## config.mk

```make
export PLATFORM = sky130hd
export DESIGN_NAME = rle_decoder_halfword_writer_flat
export DESIGN_NICKNAME = d
export VERILOG_FILES = /design/src/rled_pkg.sv /design/src/rled_if.sv /design/src/rle_decoder_halfword_writer.sv /design/src/rled_core.sv /design/src/rled_outbuf.sv /design/src/flat_wrapper.sv
export SDC_FILE = /design/constraint.sdc
export NUM_CORES = 1
export LEC_CHECK = 0
export BUFFER_PORTS_ARGS = -buffer_cell sky130_fd_sc_hd__buf_4
export CAP_MARGIN = 0
export CORE_AREA = 2 2 292 294
export DETAILED_ROUTE_END_ITERATION = 10
export DIE_AREA = 0 0 294 296
export SLEW_MARGIN = 10
export SYNTH_ARGS = -nofsm -noshare
export SYNTH_HDL_FRONTEND = slang
export SYNTH_HIERARCHICAL = 1
export SYNTH_SLANG_ARGS = --single-unit
export TNS_END_PERCENT = 1
```

## constraint.sdc

```tcl
create_clock -name clk -period 11.1 [get_ports clk]
set_clock_uncertainty 0.1 [all_clocks]
set_input_delay 3.33 -clock clk [delete_from_list [all_inputs] [get_ports clk]]
set_output_delay 3.33 -clock clk [all_outputs]
set_load 0.02 [all_outputs]
```

## src/rled_pkg.sv

```systemverilog
`timescale 1ns / 1ps

package rled_pkg;

  localparam int SIZE_WIDTH_DEF = 24;
  localparam int CFG_INDEX_WIDTH = 8;
  localparam int CFG_DATA_WIDTH = 32;
  localparam int MAX_RESULTS = 3;
  localparam int COUNT_WIDTH = $clog2(MAX_RESULTS + 1);
  localparam int SLOT_WIDTH = $clog2(MAX_RESULTS);

  // configuration register indexes
  localparam logic [CFG_INDEX_WIDTH-1:0] REG_OUT_SIZE = 8'd0;
  localparam logic [CFG_INDEX_WIDTH-1:0] REG_DEST_ADDRESS = 8'd1;

  localparam int FLAG_RUN_BIT = 7;
  localparam logic [7:0] RUN_BIAS = 8'd3;
  localparam logic [7:0] LIT_BIAS = 8'd1;

  typedef enum logic [1:0] {
    PH_FLAG = 2'd0,
    PH_RUN  = 2'd1,
    PH_LIT  = 2'd2
  } rled_phase_t;

  typedef struct packed {
    logic [15:0] halfword;
    logic [31:0] write_address;
    logic [6:0]  repeat_count;
    logic        last;
  } rled_result_t;

  typedef struct packed {
    rled_result_t [MAX_RESULTS-1:0] res;
    logic [COUNT_WIDTH-1:0]         count;
  } rled_bundle_t;

endpackage

```

## src/rled_if.sv

```systemverilog
`timescale 1ns / 1ps

interface rled_in_if;
  logic       valid;
  logic       ready;
  logic [7:0] src_byte;
  modport source (output valid, output src_byte, input ready);
  modport sink (input valid, input src_byte, output ready);
endinterface

interface rled_out_if;
  logic        valid;
  logic        ready;
  logic [15:0] halfword;
  logic [31:0] write_address;
  logic [6:0]  repeat_count;
  logic        last;
  modport source (output valid, output halfword, output write_address,
                  output repeat_count, output last, input ready);
  modport sink (input valid, input halfword, input write_address,
                input repeat_count, input last, output ready);
endinterface

interface rled_cfg_if;
  logic        valid;
  logic        ready;
  logic [7:0]  index;
  logic [31:0] data;
  modport source (output valid, output index, output data, input ready);
  modport sink (input valid, input index, input data, output ready);
endinterface

```

## src/rle_decoder_halfword_writer.sv

```systemverilog
// an accepted byte passes the input register and the output buffer before its first result reaches dst
// throughput: one byte per cycle while dst is ready and each byte gives at most one result;
//   a byte that gives k results (k up to 3, a run) holds the input until dst has taken all k
// reset: rst (synchronous) clears both config registers to zero, returns
//   the decoder to the start of a stream and empties both buffers
`timescale 1ns / 1ps

module rle_decoder_halfword_writer #(
  parameter int SIZE_WIDTH = rled_pkg::SIZE_WIDTH_DEF
) (
  input  logic        clk,
  input  logic        rst,
  rled_in_if.sink     src,
  rled_out_if.source  dst,
  rled_cfg_if.sink    cfg
);
  import rled_pkg::*;

  logic [SIZE_WIDTH-1:0] out_size;
  logic [31:0]           dest_address;
  logic                  in_valid;
  logic [7:0]            in_byte;
  logic                  can_load;
  logic                  advance;
  rled_bundle_t          bundle;

  assign cfg.ready = 1'b1;

  always_ff @(posedge clk) begin
    if (rst) begin
      out_size <= '0;
      dest_address <= '0;
    end else if (cfg.valid && cfg.ready) begin
      if (cfg.index == REG_OUT_SIZE) begin
        out_size <= cfg.data[SIZE_WIDTH-1:0];
      end else if (cfg.index == REG_DEST_ADDRESS) begin
        dest_address <= cfg.data;
      end
    end
  end

  // input register: holds one byte while results wait downstream
  assign advance = in_valid && can_load;
  assign src.ready = !in_valid || advance;

  always_ff @(posedge clk) begin
    if (rst) begin
      in_valid <= 1'b0;
    end else if (src.ready) begin
      in_valid <= src.valid;
    end
  end

  always_ff @(posedge clk) begin
    if (src.valid && src.ready) begin
      in_byte <= src.src_byte;
    end
  end

  rled_core #(.SIZE_WIDTH(SIZE_WIDTH)) u_core (
    .clk          (clk),
    .rst          (rst),
    .step         (advance),
    .src_byte     (in_byte),
    .out_size     (out_size),
    .dest_address (dest_address),
    .bundle       (bundle)
  );

  rled_outbuf u_outbuf (
    .clk      (clk),
    .rst      (rst),
    .load     (advance),
    .bundle   (bundle),
    .can_load (can_load),
    .dst      (dst)
  );

endmodule

```

## src/rled_core.sv

```systemverilog
`timescale 1ns / 1ps

module rled_core #(
  parameter int SIZE_WIDTH = rled_pkg::SIZE_WIDTH_DEF
) (
  input  logic                  clk,
  input  logic                  rst,
  input  logic                  step,
  input  logic [7:0]            src_byte,
  input  logic [SIZE_WIDTH-1:0] out_size,
  input  logic [31:0]           dest_address,
  output rled_pkg::rled_bundle_t bundle
);
  import rled_pkg::*;

  rled_phase_t           phase, phase_next;
  logic [7:0]            literal_left, literal_left_next;
  logic [SIZE_WIDTH-1:0] bytes_written, bytes_written_next;
  logic [7:0]            pending_byte, pending_byte_next;
  logic                  pending_valid, pending_valid_next;

  function automatic logic [31:0] addr_at(input logic [31:0] base,
                                          input logic [SIZE_WIDTH-1:0] cnt);
    logic [SIZE_WIDTH-1:0] even;
    even = {cnt[SIZE_WIDTH-1:1], 1'b0};
    return base + 32'(even);
  endfunction

  always_comb begin
    logic [SIZE_WIDTH-1:0]  remaining;
    logic [7:0]             len;
    logic [6:0]             pairs;
    logic [COUNT_WIDTH-1:0] n;
    logic                   end_chk;

    phase_next = phase;
    literal_left_next = literal_left;
    bytes_written_next = bytes_written;
    pending_byte_next = pending_byte;
    pending_valid_next = pending_valid;
    bundle = '0;
    n = '0;
    end_chk = 1'b0;
    remaining = '0;
    len = '0;
    pairs = '0;

    if (step && out_size != '0) begin
      if (bytes_written >= out_size) begin
        // size was lowered under the stream: flush and start over
        if (pending_valid) begin
          bundle.res[0] = '{halfword: {8'h00, pending_byte},
                            write_address: addr_at(dest_address, bytes_written),
                            repeat_count: 7'd1, last: 1'b1};
          n = COUNT_WIDTH'(1);
        end
        phase_next = PH_FLAG;
        literal_left_next = '0;
        bytes_written_next = '0;
        pending_byte_next = '0;
        pending_valid_next = 1'b0;
      end else begin
        unique case (phase)
          PH_RUN: begin
            remaining = out_size - bytes_written;
            len = (remaining < SIZE_WIDTH'(literal_left)) ? remaining[7:0] : literal_left;
            // complete the waiting odd byte first
            if (pending_valid && len != 8'd0) begin
              bundle.res[SLOT_WIDTH'(n)] = '{halfword: {src_byte, pending_byte},
                  write_address: addr_at(dest_address, bytes_written_next),
                  repeat_count: 7'd1, last: 1'b0};
              n = n + COUNT_WIDTH'(1);
              bytes_written_next = bytes_written_next + SIZE_WIDTH'(1);
              pending_valid_next = 1'b0;
              pending_byte_next = '0;
              len = len - 8'd1;
            end
            pairs = len[7:1];
            if (pairs != 7'd0) begin
              bundle.res[SLOT_WIDTH'(n)] = '{halfword: {src_byte, src_byte},
                  write_address: addr_at(dest_address, bytes_written_next),
                  repeat_count: pairs, last: 1'b0};
              n = n + COUNT_WIDTH'(1);
              bytes_written_next = bytes_written_next + SIZE_WIDTH'({pairs, 1'b0});
            end
            if (len[0]) begin
              pending_byte_next = src_byte;
              pending_valid_next = 1'b1;
              bytes_written_next = bytes_written_next + SIZE_WIDTH'(1);
            end
            phase_next = PH_FLAG;
            literal_left_next = '0;
            end_chk = 1'b1;
          end
          PH_LIT: begin
            if (pending_valid) begin
              bundle.res[SLOT_WIDTH'(n)] = '{halfword: {src_byte, pending_byte},
                  write_address: addr_at(dest_address, bytes_written),
                  repeat_count: 7'd1, last: 1'b0};
              n = n + COUNT_WIDTH'(1);
              pending_valid_next = 1'b0;
              pending_byte_next = '0;
            end else begin
              pending_byte_next = src_byte;
              pending_valid_next = 1'b1;
            end
            bytes_written_next = bytes_written + SIZE_WIDTH'(1);
            if (literal_left != 8'd0) begin
              literal_left_next = literal_left - 8'd1;
            end
            if (literal_left_next == 8'd0) begin
              phase_next = PH_FLAG;
            end
            end_chk = 1'b1;
          end
          default: begin
            if (src_byte[FLAG_RUN_BIT]) begin
              literal_left_next = {1'b0, src_byte[6:0]} + RUN_BIAS;
              phase_next = PH_RUN;
            end else begin
              literal_left_next = {1'b0, src_byte[6:0]} + LIT_BIAS;
              phase_next = PH_LIT;
            end
          end
        endcase

        if (end_chk && bytes_written_next == out_size) begin
          // odd size leaves one byte with a zero upper half
          if (pending_valid_next) begin
            bundle.res[SLOT_WIDTH'(n)] = '{halfword: {8'h00, pending_byte_next},
                write_address: addr_at(dest_address, bytes_written_next),
                repeat_count: 7'd1, last: 1'b0};
            n = n + COUNT_WIDTH'(1);
          end
          if (n != '0) begin
            bundle.res[SLOT_WIDTH'(n - COUNT_WIDTH'(1))].last = 1'b1;
          end
          phase_next = PH_FLAG;
          literal_left_next = '0;
          bytes_written_next = '0;
          pending_byte_next = '0;
          pending_valid_next = 1'b0;
        end
      end
    end
    bundle.count = n;
  end

  always_ff @(posedge clk) begin
    if (rst) begin
      phase <= PH_FLAG;
      literal_left <= '0;
      bytes_written <= '0;
      pending_byte <= '0;
      pending_valid <= 1'b0;
    end else begin
      phase <= phase_next;
      literal_left <= literal_left_next;
      bytes_written <= bytes_written_next;
      pending_byte <= pending_byte_next;
      pending_valid <= pending_valid_next;
    end
  end

  // an odd byte waits exactly when an odd count has gone out
  assert property (@(posedge clk) disable iff (rst) pending_valid == bytes_written[0])
    else $error("pending byte out of step with byte count");

  assert property (@(posedge clk) disable iff (rst)
    (phase == PH_FLAG) == (literal_left == 8'd0))
    else $error("length counter out of step with phase");

endmodule

```

## src/rled_outbuf.sv

```systemverilog
`timescale 1ns / 1ps

module rled_outbuf (
  input  logic                   clk,
  input  logic                   rst,
  input  logic                   load,
  input  rled_pkg::rled_bundle_t bundle,
  output logic                   can_load,
  rled_out_if.source             dst
);
  import rled_pkg::*;

  rled_bundle_t           held;
  logic [COUNT_WIDTH-1:0] left;
  logic [SLOT_WIDTH-1:0]  slot;
  rled_result_t           cur;

  assign cur = held.res[slot];
  assign dst.valid = (left != '0);
  assign dst.halfword = cur.halfword;
  assign dst.write_address = cur.write_address;
  assign dst.repeat_count = cur.repeat_count;
  assign dst.last = cur.last;

  // take a new set when empty or when its final item leaves now
  assign can_load = (left == '0) || (left == COUNT_WIDTH'(1) && dst.ready);

  always_ff @(posedge clk) begin
    if (load) begin
      held <= bundle;
    end
  end

  always_ff @(posedge clk) begin
    if (rst) begin
      left <= '0;
      slot <= '0;
    end else if (load) begin
      left <= bundle.count;
      slot <= '0;
    end else if (dst.valid && dst.ready) begin
      left <= left - COUNT_WIDTH'(1);
      slot <= slot + SLOT_WIDTH'(1);
    end
  end

  assert property (@(posedge clk) disable iff (rst)
    load && bundle.count != '0 |=> dst.valid)
    else $error("loaded results not presented");

  assert property (@(posedge clk) disable iff (rst)
    left != '0 |-> (32'(slot) + 32'(left)) <= MAX_RESULTS)
    else $error("result slot beyond buffer");

endmodule
```

## src/flat_wrapper.sv

```systemverilog
// flat-port wrapper written by rule: the top's interface ports become plain ports
module rle_decoder_halfword_writer_flat import rled_pkg::*;
#(
  parameter int SIZE_WIDTH = rled_pkg::SIZE_WIDTH_DEF
)
  (clk, rst, src_valid, src_src_byte, src_ready, dst_valid, dst_halfword, dst_write_address, dst_repeat_count, dst_last, dst_ready, cfg_valid, cfg_index, cfg_data, cfg_ready);
  rled_in_if src_i ();
  rled_out_if dst_i ();
  rled_cfg_if cfg_i ();
  input  logic clk;
  input  logic rst;
  input wire logic [$bits(src_i.valid)-1:0] src_valid;
  input wire logic [$bits(src_i.src_byte)-1:0] src_src_byte;
  output wire logic [$bits(src_i.ready)-1:0] src_ready;
  output wire logic [$bits(dst_i.valid)-1:0] dst_valid;
  output wire logic [$bits(dst_i.halfword)-1:0] dst_halfword;
  output wire logic [$bits(dst_i.write_address)-1:0] dst_write_address;
  output wire logic [$bits(dst_i.repeat_count)-1:0] dst_repeat_count;
  output wire logic [$bits(dst_i.last)-1:0] dst_last;
  input wire logic [$bits(dst_i.ready)-1:0] dst_ready;
  input wire logic [$bits(cfg_i.valid)-1:0] cfg_valid;
  input wire logic [$bits(cfg_i.index)-1:0] cfg_index;
  input wire logic [$bits(cfg_i.data)-1:0] cfg_data;
  output wire logic [$bits(cfg_i.ready)-1:0] cfg_ready;
  assign src_i.valid = src_valid;
  assign src_i.src_byte = src_src_byte;
  assign src_ready = src_i.ready;
  assign dst_valid = dst_i.valid;
  assign dst_halfword = dst_i.halfword;
  assign dst_write_address = dst_i.write_address;
  assign dst_repeat_count = dst_i.repeat_count;
  assign dst_last = dst_i.last;
  assign dst_i.ready = dst_ready;
  assign cfg_i.valid = cfg_valid;
  assign cfg_i.index = cfg_index;
  assign cfg_i.data = cfg_data;
  assign cfg_ready = cfg_i.ready;
  rle_decoder_halfword_writer #(.SIZE_WIDTH(SIZE_WIDTH)) u_core (.clk(clk), .rst(rst), .src(src_i), .dst(dst_i), .cfg(cfg_i));
endmodule
```

==> impl_metrics.env, run 1 <==
export IMPL_status="finished clean"
export IMPL_hold_viol=0
export IMPL_die_x_um=294
export IMPL_cp_start_kind="flip-flop"
export IMPL_io_pins=112
export IMPL_viasPerCell=5.71
export IMPL_grt_max_degree=76
export IMPL_synth_simple_area_share_pct=24.0
export IMPL_vias=24444
export IMPL_drt_total_wl_um=96000
export IMPL_period_share_pct=95.3
export IMPL_power_switching_uw=667
export IMPL_max_freq_mhz=94.5
export IMPL_tritoncts="yes"
export IMPL_yosysSeqAreaShare_pct=29.6
export IMPL_clkPwrFrac_pct=45.4
export IMPL_initial_core_util_pct=29.6
export IMPL_total_power_uw=2600
export IMPL_power_frac_comb_pct=9.5
export IMPL_drive_gt1_share_pct=15.1
export IMPL_cpMostUsedCell="inv_1"
export IMPL_cts_hold_buf=0
export IMPL_seq_area_um2=7370
export IMPL_hold_ws_ns=0.407
export IMPL_die_height_um=296
export IMPL_slew_headroom_pct=20.8
export IMPL_worstPathRequired_ns=11.34
export IMPL_rows=107
export IMPL_ys_async_sr_fraction_pct=0
export IMPL_drv_cap=0
export IMPL_synth_flop_cell="edfxtp_1"
export IMPL_syn_to_final_growth_pct=15.7
export IMPL_ant_nets=0
export IMPL_cts_num_sinks=280
export IMPL_synthAdderAreaFrac_pct=6.46
export IMPL_finalSetupTns_ns=0
export IMPL_grt_total_usage_pct=21.4
export IMPL_antenna_found_initial=3
export IMPL_drc=0
export IMPL_post_place_ws_ns=-0.146
export IMPL_finalSetupViolCount=0
export IMPL_synth_edf_count=176
export IMPL_clockBufferDepth=3
export IMPL_die_area_um2=87000
export IMPL_grt_overflow_total=0
export IMPL_ir_drop_v=0.0000832
export IMPL_postLayoutSetupSlackWorst_ns=0.521
export IMPL_cpPeakStageDelay_ns=0.65
export IMPL_cts_root_buf="clkbuf_16"
export IMPL_crit_fanout=34
export IMPL_maxSlewViolCount=0
export IMPL_end_kind="flip-flop"
export IMPL_yosys_mux_area_fraction_pct=5.75
export IMPL_swShare_pct=25.6
export IMPL_post_route_util_pct=34.2
export IMPL_multi_input_area_um2=16300
export IMPL_worstMarginPinSlew_ns=1.18
export IMPL_hold_class="flip-flop to flip-flop"
export IMPL_portBuffers=110
export IMPL_critical_path_class="flip-flop to flip-flop"
export IMPL_path_clk_slew_ns=0.06
export IMPL_synth_top_family_by_area="simple AND/OR/NAND/NOR gates"
export IMPL_worstPathArrival_ns=10.82
export IMPL_drt_iter0_markers=2921
export IMPL_htreeDepth=2
export IMPL_ys_warn_count=6
export IMPL_first_pass_iters=6
export IMPL_cts_buffers=35
export IMPL_fin_nets=3342
export IMPL_nFillCells=8717
export IMPL_syn_area_per_cell_um2=8.22
export IMPL_dp_hpwl_um=72400
export IMPL_wl_per_cell_um=22.4
export IMPL_syn_area_um2=24900
export IMPL_p_int_uw=1930
export IMPL_gp_congestion=1.01
export IMPL_synth_xor_area_share_pct=5.24
export IMPL_worstSkewPairLatency_ns=0.56
export IMPL_powerDensity_nw_per_um2=90.2
export IMPL_synth_compound_area_share_pct=22.5
export IMPL_synth_seq_cells=280
export IMPL_slowest_stage="nor3b_1"
export IMPL_grt_pass1_wl_um=143000
export IMPL_power_leakage_uw=0.0105
export IMPL_first_global_vias=22896
export IMPL_yosys_cell_types_count=122
export IMPL_coreArea_um2=84200
export IMPL_synthCells=3030
export IMPL_period_needed_ns=10.58
export IMPL_power_share_sequential_pct=45.1
[stage by stage]
stage	std cells	instance area (um^2)
6_report	4282	28800
5_1_grt	4281	28800
4_1_cts	4276	28600
3_5_place_dp	4211	27400
3_3_place_gp	4211	27400
2_1_floorplan	3043	24900
[layout by cell type, fill, tap and decap left out, types with 16 or more instances in the layout]
master / n
buf_4: 276
nand2_1: 268
a21oi_1: 255
nor2_1: 230
edfxtp_1: 176
o21ai_0: 144
inv_1: 129
mux2i_1: 126
ha_1: 117
xnor2_1: 116
dfxtp_1: 101
nor3_1: 101
nand2b_1: 99
or3_1: 87
nand3_1: 85
a31oi_1: 57
a22oi_1: 57
nor2b_1: 38
a21o_1: 37
clkbuf_16: 36
o21ai_1: 34
xor2_1: 33
nor4_1: 32
and2_1: 29
nand4_1: 27
and3_1: 26
o31ai_1: 22
a211oi_1: 22
o21bai_1: 22
o211ai_1: 16
a21oi_2: 16
[registers in the layout, summed over array words and instances, names as in the netlist, 2 cells and up]
signal and count:
u_core/dest_address 32, u_core/u_outbuf/held 168, u_core/u_core/literal_left 8, u_core/in_byte 8, u_core/u_core/pending_byte 8, u_core/u_outbuf/left 2
u_core/u_outbuf/slot 2, u_core/u_core/bytes_written 24, u_core/u_core/phase 2, u_core/out_size 24
[routing by layer]
layer	GRT usage (%)	share of wire, %	vias up
met4	7.39	3.6	6
met1	28.9	43	11649
li1	-	-	11401
met5	0	0.041	-
met3	3.86	9.2	217
met2	34.2	44	1171
[logic make-up after synthesis]
| family | after synthesis |
|---|---|
| and+or+nand+nor | 1141 |
| AOI/OAI and AO/OA | 863 |
| buffers and inverters | 329 |
| DFF | 280 |
| xor gates and xnor gates | 149 |
| muxes | 141 |
| adders and majority gates | 125 |
| other | 2 |
[final cells by class]
class,count,area share [%]
repair buffers,281,7.51
flip-flops and latches,280,25.6
inverters,132,1.72
clock buffers,47,3.35
clock inverters,17,0.690
diodes,1,0.00868
well taps,1090,4.73
multi-input cells,2434,56.4
[cell usage after synthesis (13+ instances only)]
| cell type | n | area, um^2 |
|---|---|---|
| buf_4 | 24 | 180 |
| ha_1 | 119 | 1490 |
| nand3_1 | 86 | 430 |
| o21a_1 | 13 | 97.6 |
| a31oi_1 | 58 | 363 |
| inv_1 | 129 | 484 |
| o21ai_0 | 158 | 791 |
| and3_1 | 26 | 163 |
| a22oi_1 | 57 | 428 |
| xor2_1 | 33 | 289 |
| nor3_1 | 103 | 515 |
| o2111ai_1 | 15 | 131 |
| nor2b_1 | 38 | 238 |
| o21bai_1 | 23 | 173 |
| a21oi_1 | 265 | 1330 |
| nand3b_1 | 13 | 97.6 |
| edfxtp_1 | 176 | 5290 |
| xnor2_1 | 116 | 1020 |
| clkbuf_1 | 95 | 357 |
| nand4_1 | 27 | 169 |
| buf_2 | 45 | 225 |
| and2_1 | 31 | 194 |
| dfxtp_1 | 104 | 2080 |
| o31ai_1 | 25 | 188 |
| buf_6 | 15 | 169 |
| nand2_1 | 268 | 1010 |
| a21o_1 | 38 | 285 |
| or3_1 | 88 | 551 |
| nand2b_1 | 100 | 626 |
| o211ai_1 | 16 | 120 |
| o21ai_1 | 25 | 125 |
| nor2_1 | 235 | 882 |
| a211oi_1 | 25 | 188 |
| or2_2 | 15 | 93.8 |
| mux2i_1 | 127 | 1270 |
| nor4_1 | 35 | 219 |
[power groups by stage]
stage          registers (uW)  logic (uW)  clock network, uW
2_1_floorplan            1190         154                  0
3_3_place_gp             1190         248                  0
3_5_place_dp             1200         248                  0
4_1_cts                  1170         249               1210
5_1_grt                  1180         265               1250
6_report                 1170         247               1180
[worst paths after layout]
kind | from | endpoint | slack [ns] | cells after the start
worst max-delay path | u_core/u_core/bytes_written[5] | u_core/u_outbuf/held[129] | 0.52 | 42
worst min-delay path | u_core/dest_address[0] | u_core/dest_address[0] | 0.41 | 2
worst max register to register | u_core/u_core/bytes_written[5] | u_core/u_outbuf/held[129] | 0.52 | 42
worst min register to register | u_core/dest_address[0] | u_core/dest_address[0] | 0.41 | 2
[worst max-delay path, delay by kind of cell, from the launching register on]
kind / cells / cell delay (ns)
compound gates: 14 / 2.68
flops: 1 / 0.32
fa+ha+maj: 4 / 1.23
xor+xnor: 1 / 0.30
simple gates: 12 / 3.64
buf+inv: 9 / 1.46
mux: 2 / 0.54
[what timing repair did]
| item | in CTS | in global routing |
|---|---|---|
| resized for setup | 7 | 65 |
| endpoints found under the setup margin | 12 | 184 |
| pin swaps | 0 | 12 |
| setup buffers | 1 | 5 |
No activity file was read; power rests on OpenSTA's default activity.
==> run 2, diff against run 1 <==
--- a/config.mk
+++ b/config.mk
@@ -8,6 +8,7 @@
 export BUFFER_PORTS_ARGS = -buffer_cell sky130_fd_sc_hd__buf_4
 export CAP_MARGIN = 0
 export CORE_AREA = 2 2 292 294
+export CTS_BUF_LIST = sky130_fd_sc_hd__clkbuf_4 sky130_fd_sc_hd__clkbuf_8
 export DETAILED_ROUTE_END_ITERATION = 10
 export DIE_AREA = 0 0 294 296
 export SLEW_MARGIN = 10
==> run 2 against run 1 <==
Hold slack improved by 0.0017 ns; sequential share of layout area about the same; cell count grew 0.70%.
==> impl_metrics.env, run 2 (synthesized netlist as in run 1, its figures left out) <==
export IMPL_worstMarginPinSlew_ns=1.19
export IMPL_max_freq_mhz=94.6
export IMPL_status="finished clean"
export IMPL_slowest_stage="nor4_4"
export IMPL_io_pins=112
export IMPL_largestRegisters="u_core/u_outbuf/held (168), u_core/dest_address (32)"
export IMPL_die_height_um=296
export IMPL_worstPathRequired_ns=11.41
export IMPL_die_area_um2=87000
export IMPL_slew_headroom_pct=20.2
export IMPL_layout_commonest_cell="buf_4"
export IMPL_antenna_found_initial=4
export IMPL_post_route_util_pct=34.2
export IMPL_drv_cap=0
export IMPL_cpMostUsedCell="ha_1"
export IMPL_crit_buf_inv=5
export IMPL_cts_root_buf="clkbuf_8"
export IMPL_viasPerCell=5.68
export IMPL_cp_start_kind="flip-flop"
export IMPL_first_pass_iters=6
export IMPL_dp_hpwl_um=72400
export IMPL_drive_gt1_share_pct=15.9
export IMPL_grt_pass1_wl_um=143000
export IMPL_ir_drop_v=0.0000672
export IMPL_top_register="u_core/u_outbuf/held"
export IMPL_clockBufferDepth=3
export IMPL_drt_iter0_markers=2850
export IMPL_vias=24500
export IMPL_layout_common_cells="buf_4, nand2_1, a21oi_1"
export IMPL_largest_reg_flops=168
export IMPL_powerDensity_nw_per_um2=90.0
export IMPL_gp_congestion=1.01
export IMPL_rows=107
export IMPL_finalSetupViolCount=0
export IMPL_ant_nets=0
export IMPL_die_x_um=294
export IMPL_rsz0062_at_grt="true"
export IMPL_path_clk_slew_ns=0.07
export IMPL_cts_num_sinks=280
export IMPL_period_needed_ns=10.57
export IMPL_grt_max_degree=76
export IMPL_worstSkewPairLatency_ns=0.67
export IMPL_dpl_instance_area_um2=27400
export IMPL_stdcell_count=4312
export IMPL_grt_total_usage_pct=21.5
export IMPL_critical_path_class="flip-flop to flip-flop"
export IMPL_cpPeakStageDelay_ns=0.50
export IMPL_hold_viol=0
export IMPL_initial_core_util_pct=29.6
export IMPL_cts_buffers=52
export IMPL_critPathTopFamily="compound AO/OA/AOI/OAI gates"
export IMPL_end_kind="flip-flop"
export IMPL_syn_to_final_growth_pct=15.6
export IMPL_fin_area_um2=28800
export IMPL_crit_fanout=7
export IMPL_power_leakage_uw=0.0105
export IMPL_drt_total_wl_um=96200
export IMPL_portBuffers=110
export IMPL_first_global_vias=23035
export IMPL_wl_per_cell_um=22.3
export IMPL_maxSlewViolCount=0
export IMPL_dp_cells=4211
export IMPL_coreArea_um2=84200
export IMPL_hold_ws_ns=0.408
export IMPL_period_share_pct=95.2
export IMPL_nFillCells=8744
export IMPL_grt_overflow_total=0
export IMPL_worstPathArrival_ns=10.88
export IMPL_tritoncts="yes"
export IMPL_htreeDepth=2
export IMPL_fin_nets=3355
export IMPL_hold_class="flip-flop to flip-flop"
export IMPL_drc=0
export IMPL_cts_hold_buf=0
run 2: cell types whose count changed in the layout (fill, tap and decap cells not counted), sizes merged, moves of 2 or more:
cell      previous run  this run
clkinvlp             1         3
clkinv              11        16
inv                134       132
bufinv               3         6
buf                281       277
clkbuf              47        72
run 2: power by group:
group,switching (uW),internal [uW]
clock network,499,671
logic,156,90.4
registers,20.4,1150
run 2: metrics by stage:
stage	TNS, ns	setup WS [ns]	total power, uW
finish	0	0.530	2590
global route	-0.164	-0.0794	2680
CTS	0	0.0278	2630
detailed placement	-0.789	-0.146	1440
global placement	0	0.00309	1440
floorplan	0	0.0194	1350
run 2: path summary, 6_finish.rpt:
check / start / end / slack (ns) / cells after the start
worst max-delay path: u_core/u_core/bytes_written[5] / u_core/u_outbuf/held[96] / 0.53 / 47
worst min-delay path: u_core/dest_address[0] / u_core/dest_address[0] / 0.41 / 2
worst max register to register: u_core/u_core/bytes_written[5] / u_core/u_outbuf/held[96] / 0.53 / 47
worst min register to register: u_core/dest_address[0] / u_core/dest_address[0] / 0.41 / 2
run 2: tightest hold or removal path: stages (launching register included):
cell and delay, ns:
dfxtp_1 0.33, nand2b_1 0.07, mux2i_1 0.06
run 2: area by class of cell:
class                   count  area (um^2)  share of cell area [%]
flip-flops and latches    280         7370                    25.6
clock inverters            25          307                    1.07
inverters                 132          495                    1.72
diodes                      2         5.00                  0.0174
repair buffers            277         2130                    7.42
multi-input cells        2434        16200                    56.3
well taps                1090         1360                    4.74
clock buffers              72          897                    3.12
run 2: what timing repair did:
action,4_1_cts,5_1_grt
setup buffers,1,1
hold endpoints to repair,0,0
gates resized for setup,5,54
pin swaps,0,6
endpoints found under the setup margin,11,182
run 2: per-layer routing:
metal  global-route usage, %  vias up  wire length [um]
met5                       0        -                43
met4                    7.78        6              3370
met3                    4.32      220              8990
met2                    34.3     1182             42800
met1                    28.6    11656             41000
li1                        -    11436                 -
